**config.mk**
```make
export PLATFORM = sky130hd
export DESIGN_NAME = sni_host_name_extractor
export DESIGN_NICKNAME = d
export VERILOG_FILES = /design/src/rtl/sni_pkg.sv /design/src/rtl/sni_parse.sv /design/src/rtl/sni_host_name_extractor.sv
export VERILOG_INCLUDE_DIRS = /design/src /design/src/rtl
export SDC_FILE = /design/constraint.sdc
export NUM_CORES = 1
export LEC_CHECK = 0
export BUFFER_PORTS_ARGS = -buffer_cell sky130_fd_sc_hd__buf_4
export CAP_MARGIN = 10
export CELL_PAD_IN_SITES_DETAIL_PLACEMENT = 0
export CELL_PAD_IN_SITES_GLOBAL_PLACEMENT = 2
export CORE_MARGIN = 2
export CORE_UTILIZATION = 35
export DETAILED_ROUTE_END_ITERATION = 10
export PLACE_DENSITY_LB_ADDON = 0.1
export SLEW_MARGIN = 40
export SYNTH_ARGS = -nofsm -noshare
export SYNTH_HDL_FRONTEND = slang
export SYNTH_SLANG_ARGS = --single-unit
```
**constraint.sdc**
```tcl
create_clock -name clk -period 4.1 [get_ports clk]
set_input_delay 0.615 -clock clk [delete_from_list [all_inputs] [get_ports clk]]
set_output_delay 0.615 -clock clk [all_outputs]
set_load 0.05 [all_outputs]
```
**src/rtl/assert_macros.svh**
```systemverilog
// Assertion macros shared by the host name extractor RTL.
`ifndef ASSERT_MACROS_SVH
`define ASSERT_MACROS_SVH

// Check on every clock edge outside of reset.
`define SNI_ASSERT(label, prop, msg) \
  label: assert property (@(posedge clk) disable iff (!rst_n) prop) else $error(msg);

// Check on every clock edge, reset cycles included.
`define SNI_ASSERT_RST(label, prop, msg) \
  label: assert property (@(posedge clk) prop) else $error(msg);

`endif

```
**src/rtl/sni_pkg.sv**
```systemverilog
// Shared types and constants of the server name host name extractor.
`default_nettype none

package sni_pkg;

  // default width of the length counters
  localparam int LENGTH_BITS_DEF = 16;

  // stream word widths
  localparam int IN_TDATA_W  = 24;
  localparam int OUT_TDATA_W = 16;

  // protocol constants
  localparam logic [7:0] HOST_ENTRY_TYPE = 8'd0;
  localparam int         ENTRY_HEADER    = 3;
  localparam int         LIST_HEADER     = 2;

  // output word bit positions
  localparam int OUT_NAME_END_BIT = 8;
  localparam int OUT_FOUND_BIT    = 9;

  typedef enum logic [6:0] {
    PH_IDLE    = 7'b0000001,
    PH_LIST_LO = 7'b0000010,
    PH_TYPE    = 7'b0000100,
    PH_NLEN_HI = 7'b0001000,
    PH_NLEN_LO = 7'b0010000,
    PH_NAME    = 7'b0100000,
    PH_SKIP    = 7'b1000000
  } phase_t;

  // per-word outcome of the parser
  typedef struct packed {
    logic has_result;
    logic name_valid;
    logic name_end;
    logic done;
    logic found;
  } res_t;

endpackage

`default_nettype wire

```
**src/rtl/sni_parse.sv**
```systemverilog
// Parser state and per-byte next-state logic of the host name extractor.
`default_nettype none

module sni_parse #(
  parameter int LENGTH_BITS = sni_pkg::LENGTH_BITS_DEF
) (
  input  wire logic              clk,
  input  wire logic              rst_n,
  input  wire logic              step,
  input  wire logic [7:0]        data_byte,
  input  wire logic              first,
  input  wire logic [15:0]       ext_length,
  input  wire logic              last,
  output sni_pkg::res_t          res
);
  import sni_pkg::*;

  localparam int LB = LENGTH_BITS;
  localparam int CW = (LB > 16) ? LB : 16;
  localparam logic [CW-1:0] LEN_MAX = CW'({LB{1'b1}});

  phase_t          phase_r, phase_nxt;
  logic [LB-1:0]   bytes_total_r, bytes_total_nxt;
  logic [LB-1:0]   list_left_r, list_left_nxt;
  logic [7:0]      length_high_r, length_high_nxt;
  logic [7:0]      entry_kind_r, entry_kind_nxt;
  logic [LB-1:0]   name_left_r, name_left_nxt;
  logic            name_seen_r, name_seen_nxt;

  logic [CW-1:0]   ext_sat;
  logic [15:0]     len16;
  logic [LB-1:0]   bt_dec;
  logic [LB-1:0]   ll_dec;
  logic [LB-1:0]   nl_dec;
  logic            valid;
  logic            nend;
  logic            scan_hdr;

  assign scan_hdr = (phase_r == PH_TYPE) || (phase_r == PH_NLEN_HI) || (phase_r == PH_NLEN_LO);

  always_comb begin
    phase_nxt       = phase_r;
    bytes_total_nxt = bytes_total_r;
    list_left_nxt   = list_left_r;
    length_high_nxt = length_high_r;
    entry_kind_nxt  = entry_kind_r;
    name_left_nxt   = name_left_r;
    name_seen_nxt   = name_seen_r;
    valid           = 1'b0;
    nend            = 1'b0;

    ext_sat = (CW'(ext_length) > LEN_MAX) ? LEN_MAX : CW'(ext_length);
    len16   = {length_high_r, data_byte};
    bt_dec  = (bytes_total_r != '0) ? bytes_total_r - LB'(1) : '0;
    ll_dec  = list_left_r - LB'(1);
    nl_dec  = (name_left_r != '0) ? name_left_r - LB'(1) : '0;

    if (first) begin
      name_seen_nxt = 1'b0;
      if (ext_sat < CW'(LIST_HEADER)) begin
        bytes_total_nxt = '0;
        phase_nxt       = PH_IDLE;
      end else begin
        bytes_total_nxt = LB'(ext_sat - CW'(1));
        length_high_nxt = data_byte;
        phase_nxt       = PH_LIST_LO;
      end
    end else begin
      bytes_total_nxt = bt_dec;
      case (phase_r)
        PH_LIST_LO: begin
          // clamp the list to what the extension still holds
          list_left_nxt = (CW'(len16) < CW'(bt_dec)) ? LB'(len16) : bt_dec;
          phase_nxt = (CW'(list_left_nxt) >= CW'(ENTRY_HEADER)) ? PH_TYPE : PH_IDLE;
        end
        PH_TYPE: begin
          entry_kind_nxt = data_byte;
          list_left_nxt  = ll_dec;
          phase_nxt      = PH_NLEN_HI;
        end
        PH_NLEN_HI: begin
          length_high_nxt = data_byte;
          list_left_nxt   = ll_dec;
          phase_nxt       = PH_NLEN_LO;
        end
        PH_NLEN_LO: begin
          list_left_nxt = ll_dec;
          if (CW'(len16) > CW'(ll_dec)) begin
            phase_nxt = PH_IDLE;
          end else if (entry_kind_r == HOST_ENTRY_TYPE) begin
            name_seen_nxt = 1'b1;
            name_left_nxt = LB'(len16);
            phase_nxt     = (len16 == '0) ? PH_IDLE : PH_NAME;
          end else begin
            list_left_nxt = ll_dec - LB'(len16);
            name_left_nxt = LB'(len16);
            if (len16 == '0) begin
              phase_nxt = (CW'(list_left_nxt) >= CW'(ENTRY_HEADER)) ? PH_TYPE : PH_IDLE;
            end else begin
              phase_nxt = PH_SKIP;
            end
          end
        end
        PH_NAME: begin
          valid         = 1'b1;
          name_left_nxt = nl_dec;
          if (nl_dec == '0) begin
            nend      = 1'b1;
            phase_nxt = PH_IDLE;
          end
        end
        PH_SKIP: begin
          name_left_nxt = nl_dec;
          if (nl_dec == '0) begin
            phase_nxt = (CW'(list_left_r) >= CW'(ENTRY_HEADER)) ? PH_TYPE : PH_IDLE;
          end
        end
        default: begin
          phase_nxt = PH_IDLE;
        end
      endcase
    end

    if (last) begin
      phase_nxt = PH_IDLE;
    end

    res.has_result = valid | last;
    res.name_valid = valid;
    res.name_end   = nend;
    res.done       = last;
    res.found      = last & name_seen_nxt;
  end

  always_ff @(posedge clk) begin
    if (!rst_n) begin
      phase_r       <= PH_IDLE;
      bytes_total_r <= '0;
      list_left_r   <= '0;
      length_high_r <= '0;
      entry_kind_r  <= '0;
      name_left_r   <= '0;
      name_seen_r   <= 1'b0;
    end else if (step) begin
      phase_r       <= phase_nxt;
      bytes_total_r <= bytes_total_nxt;
      list_left_r   <= list_left_nxt;
      length_high_r <= length_high_nxt;
      entry_kind_r  <= entry_kind_nxt;
      name_left_r   <= name_left_nxt;
      name_seen_r   <= name_seen_nxt;
    end
  end

`include "assert_macros.svh"

  `SNI_ASSERT(a_name_marks_seen, step && res.name_valid |=> name_seen_r, "name byte before entry")
  `SNI_ASSERT(a_list_in_ext, scan_hdr |-> CW'(list_left_r) <= CW'(bytes_total_r), "scan overrun")

endmodule

`default_nettype wire

```
**src/rtl/sni_host_name_extractor.sv**
```systemverilog
// Top level of the TLS server name host name extractor.
`default_nettype none

// The block takes a TLS server name extension one byte per input word and
// passes out the bytes of the first host name entry if its name fits in
// the list, then a closing word on the byte marked tlast with done and found.
// Mark the first byte of each extension with in_tuser and carry the total
// extension length beside it; a first byte restarts parsing at any point.
// Bytes seen before any first byte are ignored, but a tlast byte still
// reports done with the previous extension's found bit. An empty extension
// must not be sent. A word lands in an input register, one parse step
// updates the length counters between that register and the output
// register, and a new byte is taken every cycle while the output side
// keeps up. Bytes that produce no result (headers, skipped entries,
// trailing bytes) give no output word. The output register holds its
// word under back pressure while the input register still takes one
// more byte. LENGTH_BITS sets the width of the byte counters; longer
// extension lengths saturate.
module sni_host_name_extractor #(
  parameter int LENGTH_BITS = sni_pkg::LENGTH_BITS_DEF
) (
  input  wire logic                             clk,
  input  wire logic                             rst_n,
  // input stream
  input  wire logic                             in_tvalid,
  output      logic                             in_tready,
  input  wire logic [sni_pkg::IN_TDATA_W-1:0]   in_tdata,   // data_byte[7:0], ext_length[23:8]
  input  wire logic                             in_tuser,   // first
  input  wire logic                             in_tlast,   // last
  // result stream
  output      logic                             out_tvalid,
  input  wire logic                             out_tready,
  output      logic [sni_pkg::OUT_TDATA_W-1:0]  out_tdata,  // name_byte[7:0], name_end[8],
                                                            // found[9], zero[15:10]
  output      logic                             out_tuser,  // name_valid
  output      logic                             out_tlast   // done_res
);
  import sni_pkg::*;

  // input register
  logic        s1_v_r, s1_v_nxt;
  logic [7:0]  s1_byte_r;
  logic [15:0] s1_ext_r;
  logic        s1_first_r;
  logic        s1_last_r;

  // output register
  logic        out_v_r, out_v_nxt;
  logic [7:0]  out_byte_r;
  logic        out_end_r;
  logic        out_found_r;
  logic        out_valid_r;
  logic        out_done_r;

  logic        in_fire;
  logic        adv;
  res_t        res;

  // advance the held byte whenever the output register is free or draining
  assign adv       = s1_v_r & (~out_v_r | out_tready);
  assign in_tready = ~s1_v_r | adv;
  assign in_fire   = in_tvalid & in_tready;

  sni_parse #(
    .LENGTH_BITS (LENGTH_BITS)
  ) u_parse (
    .clk        (clk),
    .rst_n      (rst_n),
    .step       (adv),
    .data_byte  (s1_byte_r),
    .first      (s1_first_r),
    .ext_length (s1_ext_r),
    .last       (s1_last_r),
    .res        (res)
  );

  always_comb begin
    s1_v_nxt = s1_v_r;
    if (in_fire) begin
      s1_v_nxt = 1'b1;
    end else if (adv) begin
      s1_v_nxt = 1'b0;
    end
  end

  always_comb begin
    out_v_nxt = out_v_r;
    if (adv && res.has_result) begin
      out_v_nxt = 1'b1;
    end else if (out_tready) begin
      out_v_nxt = 1'b0;
    end
  end

  // control
  always_ff @(posedge clk) begin
    if (!rst_n) begin
      s1_v_r  <= 1'b0;
      out_v_r <= 1'b0;
    end else begin
      s1_v_r  <= s1_v_nxt;
      out_v_r <= out_v_nxt;
    end
  end

  // hold the input word until the parser takes it
  always_ff @(posedge clk) begin
    if (in_fire) begin
      s1_byte_r  <= in_tdata[7:0];
      s1_ext_r   <= in_tdata[23:8];
      s1_first_r <= in_tuser;
      s1_last_r  <= in_tlast;
    end
  end

  // load a result only when the step produces one
  always_ff @(posedge clk) begin
    if (adv && res.has_result) begin
      out_byte_r  <= res.name_valid ? s1_byte_r : 8'd0;
      out_valid_r <= res.name_valid;
      out_end_r   <= res.name_end;
      out_done_r  <= res.done;
      out_found_r <= res.found;
    end
  end

  assign out_tvalid = out_v_r;
  assign out_tdata  = {(OUT_TDATA_W - OUT_FOUND_BIT - 1)'(0), out_found_r, out_end_r,
                       out_byte_r};
  assign out_tuser  = out_valid_r;
  assign out_tlast  = out_done_r;

`include "assert_macros.svh"

  `SNI_ASSERT_RST(a_reset_empties, !rst_n |=> !out_tvalid && !s1_v_r, "not empty after reset")
  `SNI_ASSERT(a_take_holds, in_tvalid && in_tready |=> s1_v_r, "accepted word lost")
  `SNI_ASSERT(a_end_is_name, out_tvalid && out_tdata[OUT_NAME_END_BIT] |-> out_tuser, "stray end")
  `SNI_ASSERT(a_found_with_done, out_tvalid && out_tdata[OUT_FOUND_BIT] |-> out_tlast, "stray found")

endmodule

`default_nettype wire

```
==> results of run 1 <==
-- report_power, final --
| group | internal, mW | switching, mW | leakage, nW |
|---|---|---|---|
| clock network | 0.461 | 0.535 | 0.161 |
| registers | 1.18 | 0.0441 | 0.964 |
| logic | 0.341 | 0.450 | 2.69 |
-- sequential cells by signal (all words and copies together), names as in the netlist, 8 cells and up --
name,flops
s1_ext_r,16
out_byte_r,8
u_parse.list_left_r,16
u_parse.bytes_total_r,16
u_parse.name_left_r,16
u_parse.entry_kind_r,8
s1_byte_r,8
u_parse.length_high_r,8
-- stage by stage --
step                      TNS [ns]  cell area [µm²]  worst slack, ns  total power [mW]
after floorplan                  0             7850           0.0189              1.71
after global placement       -4.19             8900           -0.267              2.01
after detailed placement     -5.03             8900           -0.302              2.02
after CTS                        0             9380          0.00996              3.03
after global routing        -0.159             9450          -0.0642              3.16
final                            0             9450           0.0915              3.01
-- timing repair --
| item | CTS | global route |
|---|---|---|
| cloned | 2 | 0 |
| setup buffers | 3 | 4 |
| gates resized for setup | 27 | 11 |
| endpoints found under the setup margin | 38 | 34 |
| pin swaps | 13 | 18 |
| hold endpoints to repair | 0 | 0 |
-- worst max path at each step --
stage,from,cells past startpoint,to
floorplan,u_parse.list_left_r[4]$_SDFFE_PN0P_,15,u_parse.name_left_r[5]$_SDFFE_PN0P_
global route,u_parse.list_left_r[7]$_SDFFE_PN0P_,15,u_parse.phase_r[2]$_SDFFE_PN0P_
CTS,u_parse.list_left_r[4]$_SDFFE_PN0P_,15,u_parse.phase_r[2]$_SDFFE_PN0P_
detailed placement,u_parse.list_left_r[4]$_SDFFE_PN0P_,17,u_parse.name_left_r[13]$_SDFFE_PN0P_
finish,u_parse.list_left_r[7]$_SDFFE_PN0P_,15,u_parse.phase_r[2]$_SDFFE_PN0P_
global placement,u_parse.list_left_r[4]$_SDFFE_PN0P_,17,u_parse.name_left_r[13]$_SDFFE_PN0P_
-- routing by layer --
metal  GRT usage [%]  vias to the layer above  share of wire (%)
met1            30.0                     3586                 45
met3            2.87                       45                4.0
met5               0                        -                  0
met4            8.21                        0                3.0
met2            38.5                      188                 48
li1                -                     3594                  -
-- Yosys cell counts (34+ instances only) --
cell	n
mux2i_1	40
nor2_1	99
dfxtp_1	74
inv_1	44
edfxtp_1	38
nor3_1	34
o21ai_0	40
a21oi_1	65
nand2_1	57
ha_1	36
-- worst max-delay path: stages, from the launching register on --
cell and delay (ns):
dfxtp_2 0.33, or4_4 0.53, or3_4 0.34, or4_4 0.45
nor2_4 0.14, xnor2_2 0.15, inv_2 0.07, ha_4 0.24
buf_6 0.11, a211oi_2 0.20, nand2_2 0.13, and3_4 0.21
or4_4 0.52, a211oi_2 0.24, a311o_1 0.19, nand3_1 0.06
-- area by class of cell --
type / count / area, µm² / area share [%]
clock buffer: 9 / 225 / 2.38
inverter: 45 / 169 / 1.79
multi-input combinational: 705 / 4940 / 52.3
sequential: 112 / 2630 / 27.8
clock inverter: 7 / 108 / 1.14
timing repair buffer: 131 / 1040 / 11.0
tap: 280 / 350 / 3.71
-- kinds of logic (layout without fill, tap and decap cells) --
group           after synthesis  count (layout)  synth area share, %
compound gates              245             246                 21.6
xor+xnor                     43              43                 4.81
fa+ha+maj                    37              37                 6.01
buf+inv                      96             192                 5.74
flops                       112             112                 33.5
mux                          45              45                 5.88
other cells                   1               6               0.0479
simple gates                328             328                 22.4
==> results.sh, run 1 <==
export IMPL_status="finished, final reports clean"
export IMPL_r2r_end="u_parse.phase_r[2]$_SDFFE_PN0P_"
export IMPL_yosysSeqAreaShare_pct=33.5
export IMPL_drc=0
export IMPL_antenna_found_initial=0
export IMPL_required_ns=4.36
export IMPL_start_util_pct=35.8
export IMPL_hold_end="s1_ext_r[8]$_DFFE_PP_"
export IMPL_globalplace_congestion=0.890
export IMPL_slew_violations=0
export IMPL_synth_top_cell_area_share_pct=18.9
export IMPL_hold_depth=1
export IMPL_cts_hold_buf=0
export IMPL_synthCells=907
export IMPL_wl_mm=26.8
export IMPL_synth_flop_cell="dfxtp_1"
export IMPL_synth_seq_cells=112
export IMPL_syn2layout_area_growth_pct=20.8
export IMPL_max_slew_margin_pct=48.3
export IMPL_ir_drop_mv=0.217
export IMPL_placedCellCount=1266
export IMPL_synth_distinct_cells=93
export IMPL_grt_total_usage_pct=22.8
export IMPL_r2r_cells=15
export IMPL_finalSetupViolCount=0
export IMPL_max_cap_viol_count=0
export IMPL_cts_buffer_depth=2
export IMPL_async_reset_ff_share_pct=0
export IMPL_rows=54
export IMPL_r2r_start="u_parse.list_left_r[7]$_SDFFE_PN0P_"
export IMPL_fin_nets=1071
export IMPL_synth_edf_count=38
export IMPL_coreArea_mm2=0.0219
export IMPL_drive_above_1_share_pct=20.8
export IMPL_holdWs_ns=0.406
export IMPL_path_class="reg2reg"
export IMPL_fmax_mhz=249
export IMPL_die_w_um=154
export IMPL_final_common_cell="buf_4"
export IMPL_fin_skew_ns=0.0117
export IMPL_cts_inserted_buffers=9
export IMPL_avgSynthCellArea_um2=8.63
export IMPL_dp_hpwl_mm=20.7
export IMPL_layout_common_cells="124 x buf_4, 97 x nor2_1, 72 x dfxtp_1"
export IMPL_start_kind="flip-flop"
export IMPL_synth_area_top_cells="dfxtp_1 19%, edfxtp_1 15%, ha_1 5.8%"
export IMPL_wl_per_cell_um=20.8
export IMPL_ys_warnings_count=0
export IMPL_cts_max_level=3
export IMPL_clk_pin_slew_worst_paths_ns=0.10
export IMPL_diodes=0
export IMPL_grt_overflow=0
export IMPL_reg2reg_slack_ns=0.09
export IMPL_hold_path_class="in2reg"
export IMPL_routed_via_count=7413
export IMPL_syn_area_mm2=0.00783
export IMPL_die_h_um=154
export IMPL_utilization_pct=43.2
export IMPL_cts_sinks=112
export IMPL_tightest_slew_ns=0.771
export IMPL_rsz0062_at_grt="yes"
export IMPL_grt_max_degree=29
export IMPL_period_needed_ns=4.01
export IMPL_endpoint_kind="flip-flop"
export IMPL_port_buffers=43
export IMPL_grt_pass1_wl_mm=41.9
export IMPL_p_leak_nw=3.81
export IMPL_min_delay_start="in_tdata[16]"
export IMPL_arrival_ns=4.27
export IMPL_cts_tree="built"
export IMPL_drtAntennaViolNets=0
export IMPL_stdcell_count=1289
export IMPL_p_per_area_mw_per_mm2=318
export IMPL_drt_iter0_markers=420
export IMPL_firstDrtPassIters=5
export IMPL_grt_pass1_vias=7494
export IMPL_period_share_pct=97.8
export IMPL_fp_dieArea_mm2=0.0236
export IMPL_fillers=2225
export IMPL_clk_latency_ns=0.38
export IMPL_hold_viol_final=0
export IMPL_ioPinCount=50
export IMPL_root_buffer="clkbuf_16"
export IMPL_viasPerCell=5.75
export IMPL_cp_max_fo=4
export IMPL_yosys_area_top_type="dfxtp_1"
No activity file was read; power rests on OpenSTA's default activity.
==> run 2: changes to the inputs <==
--- a/config.mk
+++ b/config.mk
@@ -6,14 +6,16 @@
 export SDC_FILE = /design/constraint.sdc
 export NUM_CORES = 1
 export LEC_CHECK = 0
+export ABC_AREA = 1
 export BUFFER_PORTS_ARGS = -buffer_cell sky130_fd_sc_hd__buf_4
 export CAP_MARGIN = 10
 export CELL_PAD_IN_SITES_DETAIL_PLACEMENT = 0
 export CELL_PAD_IN_SITES_GLOBAL_PLACEMENT = 2
 export CORE_MARGIN = 2
-export CORE_UTILIZATION = 35
+export CORE_UTILIZATION = 32
 export DETAILED_ROUTE_END_ITERATION = 10
 export PLACE_DENSITY_LB_ADDON = 0.1
+export SKIP_LAST_GASP = 1
 export SLEW_MARGIN = 40
 export SYNTH_ARGS = -nofsm -noshare
 export SYNTH_HDL_FRONTEND = slang
==> run 2 against run 1 <==
  * Synthesized cell count up 22%
  * Clock power down 6.7%
  * Combinational power up 34%
  * Critical path depth up 9
  * Power up 7.1%
  * Routed wire length down 4.6%
==> results.sh, run 2 <==
export IMPL_clk_latency_ns=0.36
export IMPL_cts_max_level=3
export IMPL_synth_seq_cells=112
export IMPL_final_common_cell="nand2_1"
export IMPL_start_util_pct=32.5
export IMPL_seq_area_mm2=0.00262
export IMPL_cts_hold_buf=0
export IMPL_fin_skew_ns=0.0103
export IMPL_coreArea_mm2=0.0242
export IMPL_required_ns=4.33
export IMPL_endpoint_kind="flip-flop"
export IMPL_synth_distinct_cells=56
export IMPL_critPathTopFamily="simple AND/OR/NAND/NOR gates"
export IMPL_cts_tree="built"
export IMPL_fillers=2640
export IMPL_dp_hpwl_mm=20.2
export IMPL_p_per_area_mw_per_mm2=360
export IMPL_fin_nets=1219
export IMPL_stdcell_count=1481
export IMPL_synth_area_top_cells="dfxtp_1 19%, edfxtp_1 15%, nand2_1 9.0%"
export IMPL_viasPerCell=4.93
export IMPL_drt_iter0_markers=512
export IMPL_globalplace_congestion=0.861
export IMPL_wl_per_cell_um=17.3
export IMPL_ioPinCount=50
export IMPL_hold_path_class="in2reg"
export IMPL_slowest_delay_ns=0.37
export IMPL_wl_mm=25.6
export IMPL_clk_pin_slew_worst_paths_ns=0.08
export IMPL_p_leak_nw=4.01
export IMPL_cts_buffer_depth=2
export IMPL_cpMostUsedCell="nand2_1"
export IMPL_fmax_mhz=261
export IMPL_syn2layout_area_growth_pct=14.0
export IMPL_grt_pass1_vias=7039
export IMPL_grt_total_usage_pct=20.2
export IMPL_hold_viol_final=0
export IMPL_arrival_ns=4.06
export IMPL_diodes=0
export IMPL_period_share_pct=93.5
export IMPL_synth_top_cell_area_share_pct=18.9
export IMPL_critPathBufInv=3
export IMPL_rows=57
export IMPL_fp_dieArea_mm2=0.0258
export IMPL_yosysSeqAreaShare_pct=33.4
export IMPL_grt_max_degree=39
export IMPL_routed_via_count=7296
export IMPL_drc=0
export IMPL_root_buffer="clkbuf_16"
export IMPL_crit_chain="inv_1, nand2_1, or3_1, nor2_2, nand2_1, nor2_4, nand3_1, xor2_1, inv_1, ha_4, nand2_1, nor2_1, nand3_1, nand3_1, nand3_1, nand2_1, nand2_1, nand2_1, a21o_1, and2_1, o21ai_2, buf_12, a211oi_1, a211oi_1"
export IMPL_start_kind="flip-flop"
export IMPL_ir_drop_mv=0.176
export IMPL_async_reset_ff_share_pct=0
export IMPL_firstDrtPassIters=5
export IMPL_period_needed_ns=3.83
export IMPL_ys_warnings_count=0
export IMPL_crit_path_top_delay_cell="dfxtp_1"
export IMPL_die_w_um=161
export IMPL_synth_edf_count=38
export IMPL_slew_violations=0
export IMPL_avgSynthCellArea_um2=7.10
export IMPL_cts_sinks=112
export IMPL_synthCells=1106
export IMPL_drive_above_1_share_pct=11.8
export IMPL_rsz0062_at_grt="yes"
export IMPL_syn_area_mm2=0.00785
export IMPL_yosys_area_top_type="dfxtp_1"
export IMPL_antenna_found_initial=0
export IMPL_synthTopCellsByCount="189 x nand2_1, 162 x inv_1, 142 x nor2_1, 83 x a21oi_1, 74 x dfxtp_1"
export IMPL_max_cap_viol_count=0
export IMPL_placedCellCount=1465
export IMPL_grt_overflow=0
export IMPL_grt_pass1_wl_mm=40.2
export IMPL_yosysMostFrequentCell="nand2_1"
export IMPL_layout_common_cells="189 x nand2_1, 161 x inv_1, 138 x nor2_1"
export IMPL_path_class="reg2reg"
export IMPL_tightest_slew_ns=0.600
export IMPL_multi_input_area_mm2=0.00444
export IMPL_max_slew_margin_pct=59.7
export IMPL_post_cts_buffers=0
export IMPL_total_power_mw=3.22
export IMPL_port_buffers=43
export IMPL_die_h_um=161
export IMPL_cp_max_fo=32
export IMPL_status="finished, final reports clean"
export IMPL_drtAntennaViolNets=0
export IMPL_synth_flop_cell="dfxtp_1"
export IMPL_finalSetupViolCount=0
export IMPL_cts_inserted_buffers=9
run 2: changes by cell type in the layout (fill, tap and decap cells not counted), moves of 11 or more:
cell      previous run  this run
nand2_1             56       189
inv_1               43       161
buf_4              124        67
nand3_1             15        67
nor2_1              97       138
mux2i_1             40         0
a211oi_1             7        33
a21oi_1             61        83
nor4_1              27         8
nor3_1              34        22
nand2b_1            11         0
run 2: timing repair:
item,4_1_cts,5_1_grt
gates resized for setup,0,9
endpoints found under the hold margin,0,0
setup endpoints to repair,0,34
run 2: stage by stage:
stage          area (µm²)  setup TNS (ns)  hold WS [ns]  setup WS [ns]  utilization [%]
5_1_grt              8950         -0.0359         0.405        -0.0359             37.0
3_5_place_dp         8590               0         0.473          0.131             35.5
6_report             8950               0         0.427          0.266             37.0
4_1_cts              8890               0         0.411          0.125             36.8
2_1_floorplan        7870               0         0.447          0.762                -
3_3_place_gp         8580               0         0.463         0.0388             35.5
run 2: cell families (layout without fill, tap and decap cells):
logic type	count (synthesis)	after routing	synth area share [%]
AO/OA/AOI/OAI	218	218	16.9
other	1	6	0.0478
AND/OR/NAND/NOR	485	485	27.9
adder cells (fa/ha/maj)	37	37	5.99
flip-flops	112	112	33.4
XOR/XNOR	42	42	4.69
buffers and inverters	211	257	11.0
run 2: power breakdown:
group	internal [mW]	leakage, nW	switching [mW]
logic	0.367	2.90	0.693
clock network	0.484	0.142	0.445
registers	1.19	0.963	0.0467
total	2.04	4.01	1.19
run 2: cell type report:
class,instances,share of cell area [%]
Clock buffer,11,2.60
Clock inverter,5,0.741
Inverter,172,7.24
Multi-Input combinational cell,788,49.6
Sequential cell,112,29.3
Tap cell,324,4.53
Timing Repair Buffer,69,5.97
run 2: path summary, 6_finish.rpt:
| path | slack (ns) | startpoint | depth (start not counted) | endpoint |
|---|---|---|---|---|
| max reg2reg | 0.27 | u_parse.list_left_r[0]$_SDFFE_PN0P_ | 24 | u_parse.name_left_r[5]$_SDFFE_PN0P_ |
| max | 0.27 | u_parse.list_left_r[0]$_SDFFE_PN0P_ | 24 | u_parse.name_left_r[5]$_SDFFE_PN0P_ |
| min | 0.43 | in_tdata[21] | 1 | s1_ext_r[13]$_DFFE_PP_ |
| min reg2reg | 0.49 | u_parse.name_seen_r$_SDFFE_PN0P_ | 2 | u_parse.name_seen_r$_SDFFE_PN0P_ |
run 2: metal layers:
metal	track usage [%]	routed length, µm
met5	0	0
met4	4.79	430
met3	2.09	857
met2	32.8	11400
met1	29.0	12900
